==> config.mk <==
export PLATFORM = sky130hd
export DESIGN_NAME = led_frame_pwm_encoder_top
export DESIGN_NICKNAME = d
export VERILOG_FILES = /design/src/rtl/lfpe_pkg.sv /design/src/rtl/led_frame_pwm_encoder_top.sv /design/src/rtl/lfpe_front.sv /design/src/rtl/lfpe_queue.sv /design/src/rtl/lfpe_back.sv
export SDC_FILE = /design/constraint.sdc
export NUM_CORES = 1
export LEC_CHECK = 0
export BUFFER_PORTS_ARGS = -buffer_cell sky130_fd_sc_hd__buf_4
export CAP_MARGIN = 40
export CORE_MARGIN = 2
export CORE_UTILIZATION = 63
export CTS_CLUSTER_DIAMETER = 120
export DETAILED_ROUTE_END_ITERATION = 10
export GPL_ROUTABILITY_DRIVEN = 0
export PLACE_DENSITY = 0.82
export SYNTH_ARGS = -nofsm -noshare
export SYNTH_HDL_FRONTEND = slang
export SYNTH_HIERARCHICAL = 1
export SYNTH_SLANG_ARGS = --single-unit
export TNS_END_PERCENT = 5
==> constraint.sdc <==
create_clock -name clk -period 8 [get_ports clk]
set_input_delay 1.6 -clock clk [delete_from_list [all_inputs] [get_ports clk]]
set_output_delay 1.6 -clock clk [all_outputs]
set_load 0.01 [all_outputs]
==> src/rtl/lfpe_pkg.sv <==
// Shared types and constants for the LED frame PWM encoder.
// Depends on nothing; every other file of the block imports it.
package lfpe_pkg;

  localparam int unsigned WORD_W = 24;
  localparam int unsigned BIT_IDX_W = $clog2(WORD_W);
  localparam logic [BIT_IDX_W-1:0] BIT_IDX_MSB = BIT_IDX_W'(WORD_W - 1);

  localparam logic FUNC_PIXEL = 1'b0;
  localparam logic FUNC_EOF   = 1'b1;

  localparam logic [7:0] CFG_DUTY_ZERO = 8'd0;
  localparam logic [7:0] CFG_DUTY_ONE  = 8'd1;
  localparam logic [7:0] CFG_RESET_GAP = 8'd2;
  localparam logic [7:0] CFG_LEADING   = 8'd3;

  localparam logic [7:0] RST_DUTY_ZERO = 8'd3;
  localparam logic [7:0] RST_DUTY_ONE  = 8'd6;
  localparam logic [7:0] RST_RESET_GAP = 8'd80;
  localparam logic [3:0] RST_LEADING   = 4'd1;

  localparam logic [7:0] DUTY_IDLE = 8'd0;

  typedef struct packed {
    logic       func;
    logic [7:0] red;
    logic [7:0] green;
    logic [7:0] blue;
    logic [7:0] brightness;
  } in_item_t;

  typedef struct packed {
    logic [7:0] duty;
    logic [7:0] slot_count;
    logic       frame_done;
    logic       last_of_run;
  } out_item_t;

  typedef struct packed {
    logic [7:0] duty_zero_bit;
    logic [7:0] duty_one_bit;
    logic [7:0] reset_gap_slots;
    logic [3:0] leading_slots;
  } cfg_t;

  // One classified command between front and back end.
  typedef struct packed {
    logic              is_eof;
    logic              lead;
    logic [3:0]        lead_cnt;
    logic [7:0]        gap;
    logic [WORD_W-1:0] word;
  } cmd_t;

endpackage

==> src/rtl/led_frame_pwm_encoder_top.sv <==
// An item's first result passes through a queue entry, then the back end's output register.
// Throughput: one result per cycle while out_ready is high; a pixel makes 24 results, or 25 with a
// leading run, and an end of frame makes one, the back end emitting one slot run per cycle.
// The front end takes a new item every cycle while the command queue has room.
// Reset (rst_n low, synchronous): registers to defaults, frame closed, queue and output empty.
// Depends on lfpe_pkg, lfpe_front, lfpe_queue and lfpe_back.
module led_frame_pwm_encoder_top #(
  parameter int unsigned QUEUE_DEPTH = 2
) (
  input  logic                clk,
  input  logic                rst_n,
  // configuration write channel
  input  logic                cfg_valid,
  output logic                cfg_ready,
  input  logic [7:0]          cfg_index,
  input  logic [7:0]          cfg_data,
  // pixel / end-of-frame input
  input  logic                in_valid,
  output logic                in_ready,
  input  lfpe_pkg::in_item_t  in_item,
  // slot run output
  output logic                out_valid,
  input  logic                out_ready,
  output lfpe_pkg::out_item_t out_item
);
  import lfpe_pkg::*;

  localparam int unsigned LVL_W = $clog2(QUEUE_DEPTH + 1);

  cfg_t             cfg_r;
  cfg_t             cfg_nxt;
  logic             q_push;
  cmd_t             push_cmd;
  logic             q_pop;
  logic             head_valid;
  cmd_t             head_cmd;
  logic             q_full;
  logic [LVL_W-1:0] q_level;
  logic             in_frame;

  // Config writes always complete; unlisted indexes drop the data.
  assign cfg_ready = 1'b1;

  always_comb begin
    cfg_nxt = cfg_r;
    if (cfg_valid) begin
      unique case (cfg_index)
        CFG_DUTY_ZERO: cfg_nxt.duty_zero_bit   = cfg_data;
        CFG_DUTY_ONE:  cfg_nxt.duty_one_bit    = cfg_data;
        CFG_RESET_GAP: cfg_nxt.reset_gap_slots = cfg_data;
        CFG_LEADING:   cfg_nxt.leading_slots   = cfg_data[3:0];
        default:       cfg_nxt = cfg_r;
      endcase
    end
  end

  always_ff @(posedge clk) begin
    if (!rst_n) begin
      cfg_r.duty_zero_bit   <= RST_DUTY_ZERO;
      cfg_r.duty_one_bit    <= RST_DUTY_ONE;
      cfg_r.reset_gap_slots <= RST_RESET_GAP;
      cfg_r.leading_slots   <= RST_LEADING;
    end else begin
      cfg_r <= cfg_nxt;
    end
  end

  // Front: classify the item, scale colours, decide on the leading run.
  lfpe_front u_front (
    .clk      (clk),
    .rst_n    (rst_n),
    .cfg      (cfg_r),
    .in_valid (in_valid),
    .in_ready (in_ready),
    .in_item  (in_item),
    .q_full   (q_full),
    .q_push   (q_push),
    .q_cmd    (push_cmd),
    .in_frame (in_frame)
  );

  // Queue: decouple item transfers from slot emission.
  lfpe_queue #(
    .DEPTH (QUEUE_DEPTH)
  ) u_queue (
    .clk        (clk),
    .rst_n      (rst_n),
    .push       (q_push),
    .push_cmd   (push_cmd),
    .pop        (q_pop),
    .head_valid (head_valid),
    .head_cmd   (head_cmd),
    .full       (q_full),
    .level      (q_level)
  );

  // Back: walk the head command, hold each result in the output register.
  lfpe_back u_back (
    .clk       (clk),
    .rst_n     (rst_n),
    .cfg       (cfg_r),
    .q_valid   (head_valid),
    .q_cmd     (head_cmd),
    .q_pop     (q_pop),
    .out_valid (out_valid),
    .out_ready (out_ready),
    .out_item  (out_item)
  );

`ifndef SYNTH
  a_pixel_opens_frame: assert property (@(posedge clk) disable iff (!rst_n)
    in_valid && in_ready && (in_item.func == FUNC_PIXEL) |=> in_frame)
    else $error("pixel transfer did not open the frame");

  a_eof_closes_frame: assert property (@(posedge clk) disable iff (!rst_n)
    in_valid && in_ready && (in_item.func == FUNC_EOF) |=> !in_frame)
    else $error("end of frame did not close the frame");

  a_ready_tracks_level: assert property (@(posedge clk) disable iff (!rst_n)
    in_ready == (q_level != LVL_W'(QUEUE_DEPTH)))
    else $error("input ready disagrees with queue level");

  a_run_nonempty: assert property (@(posedge clk) disable iff (!rst_n)
    out_valid |-> (out_item.slot_count != 8'd0))
    else $error("result with zero slot count");
`endif

endmodule

==> src/rtl/lfpe_front.sv <==
// Front end: accepts items, scales colours, tracks frame state, emits commands.
// Depends on lfpe_pkg.
module lfpe_front (
  input  logic              clk,
  input  logic              rst_n,
  input  lfpe_pkg::cfg_t    cfg,
  input  logic              in_valid,
  output logic              in_ready,
  input  lfpe_pkg::in_item_t in_item,
  input  logic              q_full,
  output logic              q_push,
  output lfpe_pkg::cmd_t    q_cmd,
  output logic              in_frame
);
  import lfpe_pkg::*;

  logic       in_frame_r;
  logic       in_frame_nxt;
  logic [8:0] scale;
  logic [16:0] prod_g;
  logic [16:0] prod_r;
  logic [16:0] prod_b;

  assign in_ready = !q_full;
  assign q_push   = in_valid && !q_full;
  assign in_frame = in_frame_r;

  assign scale  = {1'b0, in_item.brightness} + 9'd1;
  assign prod_g = {9'd0, in_item.green} * {8'd0, scale};
  assign prod_r = {9'd0, in_item.red} * {8'd0, scale};
  assign prod_b = {9'd0, in_item.blue} * {8'd0, scale};

  always_comb begin
    q_cmd.is_eof   = (in_item.func == FUNC_EOF);
    q_cmd.lead     = !in_frame_r && (cfg.leading_slots != 4'd0);
    q_cmd.lead_cnt = cfg.leading_slots;
    q_cmd.gap      = (cfg.reset_gap_slots == 8'd0) ? 8'd1 : cfg.reset_gap_slots;
    q_cmd.word     = {prod_g[15:8], prod_r[15:8], prod_b[15:8]};
  end

  always_comb begin
    in_frame_nxt = in_frame_r;
    if (q_push) begin
      in_frame_nxt = (in_item.func == FUNC_PIXEL);
    end
  end

  always_ff @(posedge clk) begin
    if (!rst_n) begin
      in_frame_r <= 1'b0;
    end else begin
      in_frame_r <= in_frame_nxt;
    end
  end

endmodule

==> src/rtl/lfpe_queue.sv <==
// Short command queue between front and back end.
// Depends on lfpe_pkg for the command type.
module lfpe_queue #(
  parameter int unsigned DEPTH = 2
) (
  input  logic                       clk,
  input  logic                       rst_n,
  input  logic                       push,
  input  lfpe_pkg::cmd_t             push_cmd,
  input  logic                       pop,
  output logic                       head_valid,
  output lfpe_pkg::cmd_t             head_cmd,
  output logic                       full,
  output logic [$clog2(DEPTH+1)-1:0] level
);
  import lfpe_pkg::*;

  localparam int unsigned PW = (DEPTH > 1) ? $clog2(DEPTH) : 1;
  localparam int unsigned CW = $clog2(DEPTH + 1);

  cmd_t          entry_r [DEPTH];
  logic [PW-1:0] wr_ptr_r, wr_ptr_nxt;
  logic [PW-1:0] rd_ptr_r, rd_ptr_nxt;
  logic [CW-1:0] count_r, count_nxt;
  logic          do_push;
  logic          do_pop;

  assign full       = (count_r == CW'(DEPTH));
  assign head_valid = (count_r != '0);
  assign head_cmd   = entry_r[rd_ptr_r];
  assign level      = count_r;
  assign do_push    = push && !full;
  assign do_pop     = pop && head_valid;

  always_comb begin
    wr_ptr_nxt = wr_ptr_r;
    rd_ptr_nxt = rd_ptr_r;
    count_nxt  = count_r;
    if (do_push) begin
      wr_ptr_nxt = (wr_ptr_r == PW'(DEPTH - 1)) ? '0 : wr_ptr_r + PW'(1);
    end
    if (do_pop) begin
      rd_ptr_nxt = (rd_ptr_r == PW'(DEPTH - 1)) ? '0 : rd_ptr_r + PW'(1);
    end
    if (do_push && !do_pop) begin
      count_nxt = count_r + CW'(1);
    end else if (do_pop && !do_push) begin
      count_nxt = count_r - CW'(1);
    end
  end

  always_ff @(posedge clk) begin
    if (!rst_n) begin
      wr_ptr_r <= '0;
      rd_ptr_r <= '0;
      count_r  <= '0;
    end else begin
      wr_ptr_r <= wr_ptr_nxt;
      rd_ptr_r <= rd_ptr_nxt;
      count_r  <= count_nxt;
    end
  end

  always_ff @(posedge clk) begin
    if (do_push) begin
      entry_r[wr_ptr_r] <= push_cmd;
    end
  end

endmodule

==> src/rtl/lfpe_back.sv <==
// Back end: expands one command into slot runs, one result per cycle while the output is not stalled.
// Depends on lfpe_pkg.
module lfpe_back (
  input  logic                clk,
  input  logic                rst_n,
  input  lfpe_pkg::cfg_t      cfg,
  input  logic                q_valid,
  input  lfpe_pkg::cmd_t      q_cmd,
  output logic                q_pop,
  output logic                out_valid,
  input  logic                out_ready,
  output lfpe_pkg::out_item_t out_item
);
  import lfpe_pkg::*;

  logic                 out_valid_r, out_valid_nxt;
  out_item_t            out_item_r;
  out_item_t            res;
  logic                 lead_done_r, lead_done_nxt;
  logic [BIT_IDX_W-1:0] bit_idx_r, bit_idx_nxt;
  logic                 load;
  logic                 bit_val;

  assign load      = q_valid && (!out_valid_r || out_ready);
  assign bit_val   = q_cmd.word[bit_idx_r];
  assign out_valid = out_valid_r;
  assign out_item  = out_item_r;

  always_comb begin
    res           = '0;
    q_pop         = 1'b0;
    lead_done_nxt = lead_done_r;
    bit_idx_nxt   = bit_idx_r;
    priority if (q_cmd.is_eof) begin
      res.duty        = DUTY_IDLE;
      res.slot_count  = q_cmd.gap;
      res.frame_done  = 1'b1;
      res.last_of_run = 1'b1;
      q_pop           = load;
    end else if (q_cmd.lead && !lead_done_r) begin
      res.duty       = DUTY_IDLE;
      res.slot_count = {4'd0, q_cmd.lead_cnt};
      if (load) begin
        lead_done_nxt = 1'b1;
      end
    end else begin
      res.duty        = bit_val ? cfg.duty_one_bit : cfg.duty_zero_bit;
      res.slot_count  = 8'd1;
      res.last_of_run = (bit_idx_r == '0);
      if (load) begin
        if (bit_idx_r == '0) begin
          q_pop         = 1'b1;
          bit_idx_nxt   = BIT_IDX_MSB;
          lead_done_nxt = 1'b0;
        end else begin
          bit_idx_nxt = bit_idx_r - BIT_IDX_W'(1);
        end
      end
    end
  end

  always_comb begin
    out_valid_nxt = out_valid_r;
    if (load) begin
      out_valid_nxt = 1'b1;
    end else if (out_ready) begin
      out_valid_nxt = 1'b0;
    end
  end

  always_ff @(posedge clk) begin
    if (!rst_n) begin
      out_valid_r <= 1'b0;
      lead_done_r <= 1'b0;
      bit_idx_r   <= BIT_IDX_MSB;
    end else begin
      out_valid_r <= out_valid_nxt;
      lead_done_r <= lead_done_nxt;
      bit_idx_r   <= bit_idx_nxt;
    end
  end

  always_ff @(posedge clk) begin
    if (load) begin
      out_item_r <= res;
    end
  end

endmodule

=== Word-level counts from Yosys, hierarchy flattened ===
Memory sizes are Yosys's and may differ from the RTL's. A register that Yosys moved wholly into a read port is not among the register bits.
Cells that the tools add are included.

* Register bits after elaboration: 58
* Bits in writable memories: 76
* Bits of input ports: 54
* Word-level logic and storage cells: 90
* Memories: 1

* Add/subtract/negate cells: 6
* $mul: 3
* $lt $le $gt $ge: 1
* Eq/ne operators: 4
* Mux-type cells: 27
* Bitwise logic cells: 3
* Reduce and logical (&&, ||, !) cells: 30

{| class="wikitable"
|+ Memory list
! name !! depth !! width !! rd ports !! clocked after memory_dff !! wr ports !! RTL line !! source
|-
| u_queue.entry_r || 2 || 38 || 1 || 1 || 1 || lfpe_queue.sv:21 || <nowiki>cmd_t entry_r [DEPTH];</nowiki>
|}

{| class="wikitable"
|+ Operators with widths
! kind !! count
|-
| multiplier 8 x 9 -> 16 bit || 3
|-
| 2-to-1 mux 8 bit || 3
|-
| 2-to-1 mux 1 bit || 19
|-
| equality test 8 x 2 -> 1 bit (second input constant) || 2
|-
| logical NOT 8 bit || 2
|-
| adder 8 x 1 -> 9 bit (second input constant) || 1
|-
| equality test 8 x 1 -> 1 bit (second input constant) || 1
|-
| logical AND 1 bit || 8
|-
| AND reduction 2 bit || 4
|-
| nonzero test 2 bit || 4
|-
| logical NOT 1 bit || 6
|-
| < comparator 5 x 6 -> 1 bit (second input constant) || 1
|-
| AND reduction 3 bit || 2
|-
| binary-select mux 1 bit (select 5 bit) || 1
|-
| logical NOT 5 bit || 1
|-
| 2-to-1 mux 5 bit || 1
|-
| subtractor 5 x 1 -> 5 bit (second input constant) || 1
|-
| 2-to-1 mux 2 bit || 2
|-
| 2-to-1 mux 4 bit || 1
|-
| nonzero test 4 bit || 1
|-
| NOT 1 bit || 3
|-
| adder 1 bit (second input constant) || 2
|-
| adder 2 x 1 -> 2 bit (second input constant) || 1
|-
| equality test 2 bit (second input constant) || 1
|-
| other kinds (3) || 3
|}

=== Logic depth before layout (Yosys ltp) ===
Gate-level depths: netlist (run 1).

* Word-level depth: 10
* Gate-level depth with buffers: 19
* Mapped depth without buffers: 18

=== Hierarchy ===
The synthesis (run 1) kept the hierarchy.

{| class="wikitable"
|+ Modules (own cells, without submodules)
! module !! times used !! cells an instance !! area each (µm²) !! seq. area each (µm²)
|-
| lfpe_front || 1 || 769 || 6616.3 || 20.0
|-
| lfpe_queue || 1 || 143 || 2979.1 || 2382.3
|-
| lfpe_back || 1 || 120 || 1352.5 || 680.7
|-
| led_frame_pwm_encoder_top || 1 || 112 || 1149.9 || 560.5
|}

=== Least setup slack after synthesis (run 1) ===
OpenSTA, ideal clock, no wires.

* Path kind: input port to flip-flop
* Start: input port in_item[0] (netlist name)
* End: memory u_queue/entry_r[0][10] (netlist name) (data pin)
* Library setup time: 0.266 ns
* Arrival: 5.974 ns
* Required time: 7.734 ns
* Setup slack: 1.760 ns
* Cell stages on the path: 17
* Buffers on the path: 2
* Path through: clkbuf_1 nand3_1 xnor2_1 clkbuf_1 nand2_1 fa_1 fa_1 inv_1 fa_1 fa_1 ha_1 and3_1 a221oi_2 nand2_1 a21o_1 a211oi_1 nor3_1

{| class="wikitable"
|+ RTL lines
! element !! RTL line !! source
|-
| start: declaration || led_frame_pwm_encoder_top.sv:20 || <nowiki>input lfpe_pkg::in_item_t in_item,</nowiki>
|-
| end: declaration || lfpe_queue.sv:21 ||
|}

==> results of run 1 <==
==> layout make-up <==
type	count	share of cell area [%]
Sequential cell	135	27.15
Clock buffer	22	3.310
Multi-Input combinational cell	799	56.71
Inverter	163	4.559
Timing Repair Buffer	87	4.960
Clock inverter	9	1.128
Tap cell	234	2.182
==> cells in the mapped netlist, types with 20 or more instances <==
| cell | number |
|---|---|
| nor2_1 | 26 |
| dfxtp_1 | 41 |
| and2_1 | 156 |
| edfxtp_1 | 94 |
| clkbuf_1 | 32 |
| nand2_1 | 106 |
| nor2b_1 | 32 |
| fa_1 | 120 |
| inv_1 | 160 |
| mux2_1 | 20 |
| mux2i_1 | 42 |
| xnor2_1 | 32 |
| ha_1 | 99 |
==> path summary, 6_finish.rpt <==
| path | start | endpoint | cells past startpoint |
|---|---|---|---|
| setup / recovery | in_item[0] | u_queue/entry_r[1][15] | 17 |
| hold / removal | cfg_r[25] | cfg_r[25] | 2 |
| setup reg to reg | register | u_back/lead_done_r | 7 |
| hold reg to reg | cfg_r[25] | cfg_r[25] | 2 |
==> logic make-up (layout without fill, tap and decap cells) <==
group,after synthesis,after routing,synth area share (%)
DFF,135,135,30.12
xor gates and xnor gates,42,42,3.041
AOI/OAI and AO/OA,72,72,4.416
buffers and inverters,210,281,7.074
and+or+nand+nor,380,380,17.35
other,1,1,0.03100
muxes,85,85,7.870
adders and majority gates,219,219,30.10
==> report_power, final <==
group,switching (uW),internal [uW]
registers,51.9,1060
clock network,265,518
logic,1010,775
==> metrics by stage <==
step,hold slack (ns),cells,util (%)
after floorplan,0.4350,1144,-
after global placement,0.4428,1417,68.23
after detailed placement,0.4482,1418,68.33
after CTS,0.4623,1449,71.51
after global routing,0.4841,1449,71.51
final,0.4605,1449,71.51
==> placed cells by master (no fill, tap or decap), types with 4 or more instances in the layout <==
cell / netlist / final
a21oi_1: 10 / 10
ha_1: 99 / 99
inv_1: 160 / 160
fa_1: 120 / 120
nor3_1: 9 / 8
o21a_1: 5 / 5
nor2_1: 26 / 26
mux2_2: 18 / 18
and3_1: 6 / 5
clkbuf_16: 0 / 17
o21ai_0: 11 / 11
xnor2_1: 32 / 32
dfxtp_1: 41 / 41
nand4_1: 4 / 4
buf_4: 7 / 86
a21o_1: 7 / 7
clkbuf_1: 32 / 5
nor4_1: 5 / 5
nand2_1: 106 / 106
nand2b_1: 7 / 7
nor2b_1: 32 / 32
edfxtp_1: 94 / 94
bufinv_16: 0 / 4
mux2i_1: 42 / 42
mux4_2: 4 / 4
a31oi_1: 6 / 6
and2_1: 156 / 156
xor2_1: 10 / 10
nand3_1: 10 / 10
mux2_1: 20 / 20
==> per-layer routing <==
| metal | wire, um | part of all wire [%] |
|---|---|---|
| met4 | 388 | 1.6 |
| met1 | 10510 | 44 |
| met2 | 11780 | 50 |
| met3 | 1093 | 4.6 |
| met5 | 0 | 0 |
==> flip-flops by register name (all words and copies together), names as in the netlist, 2 cells and up, named ones only <==
| signal | count |
|---|---|
| u_queue/level | 2 |
| u_back/out_item | 18 |
| cfg_r | 28 |
| u_back/bit_idx_r | 5 |
| u_queue/entry_r | 76 |
==> critical path, delay by kind of cell <==
| kind | cells | cell delay [ns] |
|---|---|---|
| adder cells (fa/ha/maj) | 6 | 2.58 |
| AO/OA/AOI/OAI | 4 | 0.86 |
| XOR/XNOR | 2 | 0.61 |
| buffers and inverters | 3 | 0.57 |
| AND/OR/NAND/NOR | 2 | 0.27 |
==> results.json, run 1 <==
{
  "status": "complete, no violations",
  "fill_cells": 1349,
  "drive_gt1_share_pct": 12.67,
  "pre_cts_ws_ns": 1.247,
  "p_leak_uw": 0.006204,
  "vias_per_cell": 5.567,
  "die-area_um2": 20330,
  "cts_resized": 0,
  "worst_slew_pin_slew_ns": 0.9311,
  "gr-total-overflow": 0,
  "holdBufCountCts": 0,
  "syn_nets": 1417,
  "crit_arrival_ns": 6.50,
  "tns_ns": 0,
  "dr.first_iter.drc_count": 405,
  "avgSynthCellArea_um2": 10.58,
  "maxCapViolCount": 0,
  "synth_cell_types": 74,
  "clock_latency_ns": 0.41,
  "cp_max_fo": 24,
  "fp.dieW_um": 142.6,
  "cts_buffers": 17,
  "rsz0062_at_grt": "false",
  "dpl_cell_area_um2": 12820,
  "yosysTopAreaCell": "edfxtp_1",
  "die_y_um": 142.6,
  "synth_top_area_share_pct": 23.33,
  "ys_warn_count": 6,
  "period_needed_ns": 6.349,
  "initial_core_util_pct": 64.46,
  "fin_worst_skew_ns": 0.006211,
  "firstDrtPassIters": 4,
  "regToRegSetupSlack_ns": 4.97,
  "post_cts_buffers": 0,
  "grt_pass1_wl_um": 40390,
  "grt_pass1_vias": 8522,
  "crit_required_ns": 8.15,
  "std_cell_rows": 50,
  "final-setup-viol-count": 0,
  "synthFlopType": "edfxtp_1",
  "hp-class": "register to register",
  "cp_slowest_cell": "fa_1",
  "regArea_um2": 3643,
  "remaining_drc_errors": 0,
  "synthArstFlopShare_pct": 0,
  "clk_path_buf_depth": 2,
  "cp-start-kind": "input port",
  "cts.sinks": 135,
  "boundaryPins": 75,
  "met1_usage_pct": 32.32,
  "antenna_found_initial": 0,
  "root_buffer": "clkbuf_16",
  "dp_hpwl_um": 18030,
  "slowest_delay_ns": 0.51,
  "area_growth_pct": 10.93,
  "wl_per_cell_um": 16.40,
  "met2_usage_pct": 44.10,
  "syn_area_um2": 12100,
  "period_share_pct": 79.36,
  "power.total_uw": 3675,
  "netlist_instances": 1144,
  "critical_path_class": "input port to register",
  "synth-edff-count": 94,
  "relSlewSlack_pct": 37.73,
  "antenna_cells": 0,
  "ys_ff_latch": 135,
  "multi_input_area_um2": 7611,
  "cts_tree": "done",
  "fmax_mhz": 157.5,
  "clk_pin_slew_ns": 0.06,
  "ir_drop_v": 0.0001683,
  "worst_slack_ns": 1.651,
  "finalHoldViolations": 0,
  "ys_seq_area_share_pct": 30.12,
  "vias": 8067,
  "io_buffers": 73,
  "grt_use_met3_pct": 3.937,
  "grt_busiest_layer": "met2",
  "coreArea_um2": 18770,
  "synth_area_leaders": "edfxtp_1 23%, fa_1 20%, ha_1 10%, and2_1 8.1%, dfxtp_1 6.8%",
  "path_cells": "buf_4, ha_1, xor2_1, buf_4, nand2_1, fa_1, fa_1, inv_1, fa_1, fa_1, ha_1, and3_1, a221oi_2, a21oi_2, o211ai_1, o21ai_0, xnor2_1",
  "slew_viol_final": 0,
  "wl_um": 23770,
  "p_per_area_nw_per_um2": 273.8,
  "nets": 1476,
  "grt_use_total_pct": 25.01,
  "detail-route-antenna-nets": 0,
  "cpMostUsedCell": "fa_1",
  "htreeDepth": 4,
  "crit_path_end_kind": "register",
  "grt_max_degree": 52,
  "design_area_um2": 13420
}
Note: power is estimated with default switching activity, not from simulation.
==> inputs of run 2 (changes only) <==
- clock period: 8 -> 6.5 ns (I/O delays scaled with it)
==> run 2 against run 1 <==
Net effect:
- power grew 24%
- largest power group unchanged
- clock-buffer cell count is the same
- combinational power grew 24%
- global-route usage grew 0.11 points
- core utilization grew 0.23 points
- critical path type unchanged
- setup slack lost 0.96 ns
- register-to-register slack lost 1.4 ns
- largest cell class unchanged
- flip-flop and latch count is the same
- cell area grew 0.33%
- non-clock buffer count grew 4
==> results.json, run 2 (same netlist as run 1, synthesis figures left out) <==
{
  "cp_max_fo": 24,
  "vias": 7999,
  "grt_pass1_wl_um": 40370,
  "fin_cells": 1454,
  "cts_buffers": 17,
  "grt_pass1_vias": 8525,
  "drive_gt1_share_pct": 13.20,
  "hold_path_end": "cfg_r[26]",
  "vias_per_cell": 5.501,
  "period_needed_ns": 5.809,
  "switching_share_pct": 36.18,
  "post_cts_buffers": 0,
  "root_buffer": "clkbuf_16",
  "period_share_pct": 89.37,
  "relSlewSlack_pct": 48.12,
  "boundaryPins": 75,
  "hold_ws_ns": 0.4591,
  "fp.dieW_um": 142.6,
  "dp_cells": 1422,
  "htreeDepth": 4,
  "slew_viol_final": 0,
  "seqPwrFrac_pct": 30.0,
  "regMostFlops": "u_queue/entry_r",
  "std_cell_rows": 50,
  "clk_pin_slew_ns": 0.05,
  "crit_arrival_ns": 6.02,
  "final-setup-viol-count": 0,
  "clk_path_buf_depth": 2,
  "cts.sinks": 135,
  "crit_path_end_kind": "register",
  "crit_required_ns": 6.71,
  "final_cell_mix": "160 x inv_1, 156 x and2_1, 120 x fa_1, 106 x nand2_1, 99 x ha_1",
  "rsz0062_at_grt": "false",
  "die_y_um": 142.6,
  "dpl_cell_area_um2": 12850,
  "remaining_drc_errors": 0,
  "cts_resized": 0,
  "nets": 1480,
  "power.total_uw": 4548,
  "die-area_um2": 20330,
  "finalHoldViolations": 0,
  "final_common_cell": "inv_1",
  "detail-route-antenna-nets": 0,
  "area_growth_pct": 11.29,
  "critical_path_class": "input port to register",
  "fmax_mhz": 172.1,
  "fill_cells": 1330,
  "clock_latency_ns": 0.41,
  "grt_use_total_pct": 25.12,
  "grt_max_degree": 52,
  "wl_per_cell_um": 16.27,
  "p_leak_uw": 0.006236,
  "intPower_uw": 2903,
  "cts_tree": "done",
  "initial_core_util_pct": 64.46,
  "tns_ns": 0,
  "regToRegSetupSlack_ns": 3.60,
  "worst_slew_pin_slew_ns": 0.7774,
  "fin_worst_skew_ns": 0.006370,
  "reg2regPathDepth": 7,
  "antenna_cells": 0,
  "cp-start-kind": "input port",
  "pwr-share-clk_pct": 21.4,
  "io_buffers": 73,
  "firstDrtPassIters": 5,
  "hp-start": "cfg_r[26]",
  "timing.rr.end": "u_back/bit_idx_r[3]",
  "gr-total-overflow": 0,
  "wl_um": 23660,
  "maxCapViolCount": 0,
  "hp-class": "register to register",
  "switching_power_uw": 1645,
  "largest_reg_flops": 76,
  "antenna_found_initial": 0,
  "design_area_um2": 13460,
  "p_per_area_nw_per_um2": 337.8,
  "dp_hpwl_um": 17930,
  "combPwrFrac_pct": 48.5,
  "coreArea_um2": 18770,
  "dr.first_iter.drc_count": 421,
  "holdPathStages": 2,
  "status": "complete, no violations",
  "ir_drop_v": 0.0001881,
  "holdBufCountCts": 0
}
==> run 2: power by group through the flow <==
stage	combinational (uW)	clock, uW	sequential (uW)
6_report	2210	975	1370
5_1_grt	2500	1030	1380
4_1_cts	2210	986	1370
3_5_place_dp	2190	0	1380
3_3_place_gp	2090	0	1370
2_1_floorplan	1610	0	1390
==> run 2: worst max-delay path, cell delays in order <==
cell and delay [ns]:
buf_4 0.14, ha_1 0.21, nand2_1 0.14, nor2_1 0.14
xor2_1 0.15, buf_4 0.26, and2_1 0.18, fa_1 0.43
fa_1 0.53, fa_1 0.50, inv_1 0.05, fa_1 0.47
inv_1 0.04, ha_1 0.34, a21o_1 0.17, a31oi_1 0.23
a21oi_1 0.14, or4_1 0.48, o311ai_1 0.10
==> run 2: per-stage QoR <==
step | utilization [%] | setup WS [ns]
floorplan | - | 0.5603
global route | 71.74 | 0.3858
detailed placement | 68.49 | 0.2867
CTS | 71.74 | 0.7214
finish | 71.74 | 0.6907
global placement | 68.39 | 0.4011
==> run 2: layout make-up <==
| class | instances | area (um2) | area share (%) |
|---|---|---|---|
| Sequential cell | 135 | 3643 | 27.06 |
| Clock inverter | 10 | 125.1 | 0.9293 |
| Multi-Input combinational cell | 799 | 7611 | 56.53 |
| Inverter | 163 | 611.8 | 4.544 |
| Timing Repair Buffer | 91 | 695.7 | 5.167 |
| Clock buffer | 22 | 484.2 | 3.596 |
| Tap cell | 234 | 292.8 | 2.175 |
==> run 2: worst max-delay path by stage <==
stage                           from                     end  slack, ns  cells after the start
after floorplan           in_item[0]  u_queue/entry_r[0][10]       0.56                     17
after global placement    in_item[0]  u_queue/entry_r[0][23]       0.40                     19
after detailed placement  in_item[0]   u_queue/entry_r[0][7]       0.29                     16
after CTS                 in_item[0]  u_queue/entry_r[1][23]       0.72                     19
after global routing      in_item[0]  u_queue/entry_r[0][15]       0.39                     18
final                     in_item[0]  u_queue/entry_r[1][23]       0.69                     19
==> run 2: metal layers <==
metal	wire (um)	track usage, %
met1	10480	32.40
met2	11850	44.38
met3	1077	4.071
met4	253	6.462
met5	0	0
==> inputs of run 3 (changes only) <==
- CORE_ASPECT_RATIO: not set -> 0.6
==> run 3 against run 2 <==
Net effect:
- clock-buffer cell count is 2 lower
- die area grew 0.18%
- worst hold slack gained 0.0025 ns
- first-iteration DRC count is 60% higher
- setup slack got worse by 0.10 ns
- largest power group unchanged
- clock power down 7.3%
- highest routed layer unchanged
- power down 0.49%
- via count up 2.0%
- cell area down 0.15%
- routed wire length increased by 7.3%
- maximum frequency decreased by 1.7%
- clock skew is 0.0027 ns higher
==> results.json, run 3 (same netlist as run 1, synthesis figures left out) <==
{
  "regToRegSetupSlack_ns": 3.60,
  "grt_pass1_vias": 8453,
  "power.total_uw": 4526,
  "worst_slew_pin_slew_ns": 0.7254,
  "regMostFlops": "u_queue/entry_r",
  "boundaryPins": 75,
  "final_common_cell": "inv_1",
  "p_per_area_nw_per_um2": 336.6,
  "cp_slowest_cell": "fa_1",
  "remaining_drc_errors": 0,
  "holdBufCountCts": 0,
  "finalHoldViolations": 0,
  "timing.rr.end": "u_back/lead_done_r",
  "fin_util_pct": 71.01,
  "fin_worst_skew_ns": 0.009054,
  "crit_path_end_kind": "register",
  "antenna_cells": 0,
  "path_depth": 19,
  "final_cell_mix": "160 x inv_1, 156 x and2_1, 120 x fa_1, 106 x nand2_1, 99 x ha_1",
  "post_cts_buffers": 0,
  "vias": 8155,
  "endpoint": "u_queue/entry_r[1][23]",
  "clk_path_buf_depth": 2,
  "area_growth_pct": 11.13,
  "coreArea_um2": 18930,
  "period_needed_ns": 5.912,
  "slowest_delay_ns": 0.56,
  "io_buffers": 73,
  "design_area_um2": 13440,
  "startpoint": "in_item[0]",
  "cts.sinks": 135,
  "gr-total-overflow": 0,
  "fmax_mhz": 169.1,
  "dp_hpwl_um": 18820,
  "initial_core_util_pct": 63.90,
  "dpl_cell_area_um2": 12900,
  "final-setup-viol-count": 0,
  "critical_path_class": "input port to register",
  "antenna_found_initial": 0,
  "cp_max_fo": 24,
  "nets": 1477,
  "wl_um": 25380,
  "cts_resized": 0,
  "wl_per_cell_um": 17.35,
  "firstDrtPassIters": 5,
  "dr.first_iter.drc_count": 675,
  "cts_tree": "done",
  "holdPathStages": 2,
  "vias_per_cell": 5.574,
  "critical-path-top-delay-family": "adder cells",
  "htreeDepth": 4,
  "maxCapViolCount": 0,
  "largest_reg_flops": 76,
  "relSlewSlack_pct": 51.59,
  "cpMostUsedCell": "fa_1",
  "crit_required_ns": 6.70,
  "root_buffer": "clkbuf_16",
  "die_y_um": 111.3,
  "path_cells": "buf_4, ha_1, nand2_1, nor2_1, xor2_1, buf_12, and2_1, fa_1, fa_1, fa_1, inv_1, fa_1, inv_1, ha_1, a21o_1, a31oi_1, a21oi_1, or4_1, o311ai_1",
  "cts_buffers": 17,
  "cp-start-kind": "input port",
  "clock_latency_ns": 0.41,
  "detail-route-antenna-nets": 0,
  "hp-class": "register to register",
  "reg2regPathDepth": 7,
  "period_share_pct": 90.96,
  "hold_ws_ns": 0.4617,
  "rsz0062_at_grt": "false",
  "ir_drop_v": 0.0003999,
  "fp.dieW_um": 182.9,
  "tns_ns": 0,
  "drive_gt1_share_pct": 12.65,
  "worst-path-buf-inv": 4,
  "grt_max_degree": 52,
  "p_leak_uw": 0.006203,
  "crit_arrival_ns": 6.12,
  "std_cell_rows": 39,
  "status": "complete, no violations",
  "grt_use_total_pct": 26.71,
  "clk_pin_slew_ns": 0.06,
  "grt_pass1_wl_um": 43070,
  "die-area_um2": 20360,
  "slew_viol_final": 0
}
run 3: changes by cell type in the layout (fill, tap and decap cells not counted):
| cell | delta |
|---|---|
| buf_4 | -7 |
| clkinv_1 | +2 |
| clkinvlp_4 | +1 |
| clkbuf_8 | -4 |
| buf_12 | +4 |
| clkbuf_1 | +2 |
| bufinv_16 | -1 |
run 3: how the worst min path moves through the flow:
stage | start | endpoint | slack (ns)
3_5_place_dp | cfg_r[26] | cfg_r[26] | 0.45
2_1_floorplan | cfg_r[22] | cfg_r[22] | 0.43
3_3_place_gp | cfg_r[22] | cfg_r[22] | 0.44
6_report | cfg_r[15] | cfg_r[15] | 0.46
4_1_cts | cfg_r[15] | cfg_r[15] | 0.46
5_1_grt | cfg_r[17] | cfg_r[17] | 0.49
run 3: stage by stage:
stage	instances	setup WS [ns]
floorplan	1144	0.5603
global placement	1430	0.3426
detailed placement	1431	0.2161
CTS	1463	0.6354
global route	1463	0.3272
finish	1463	0.5878
run 3: area by class of cell:
class / count / area, um2
timing repair buffer: 88 / 723.2
clock inverter: 12 / 110.1
inverter: 163 / 611.8
sequential: 135 / 3643
multi-input combinational: 799 / 7611
fill: 1336 / 5489
clock buffer: 20 / 436.7
tap: 246 / 307.8
run 3: tightest hold or removal path: cells and delay by family (launching register included):
kind	cells	cell delay [ns]
flip-flops	1	0.31
multiplexers	1	0.05
AND/OR/NAND/NOR	1	0.05
run 3: per-layer routing:
layer	share of wire [%]	GRT usage, %	up-vias
met5	0	0	-
met4	0.65	4.427	0
met3	6.9	5.921	21
met2	44	40.03	252
met1	49	40.80	4046
li1	-	-	3836
run 3: power breakdown:
| group | internal [uW] | switching (uW) |
|---|---|---|
| registers | 1300 | 66.7 |
| logic | 964 | 1290 |
| clock network | 556 | 348 |
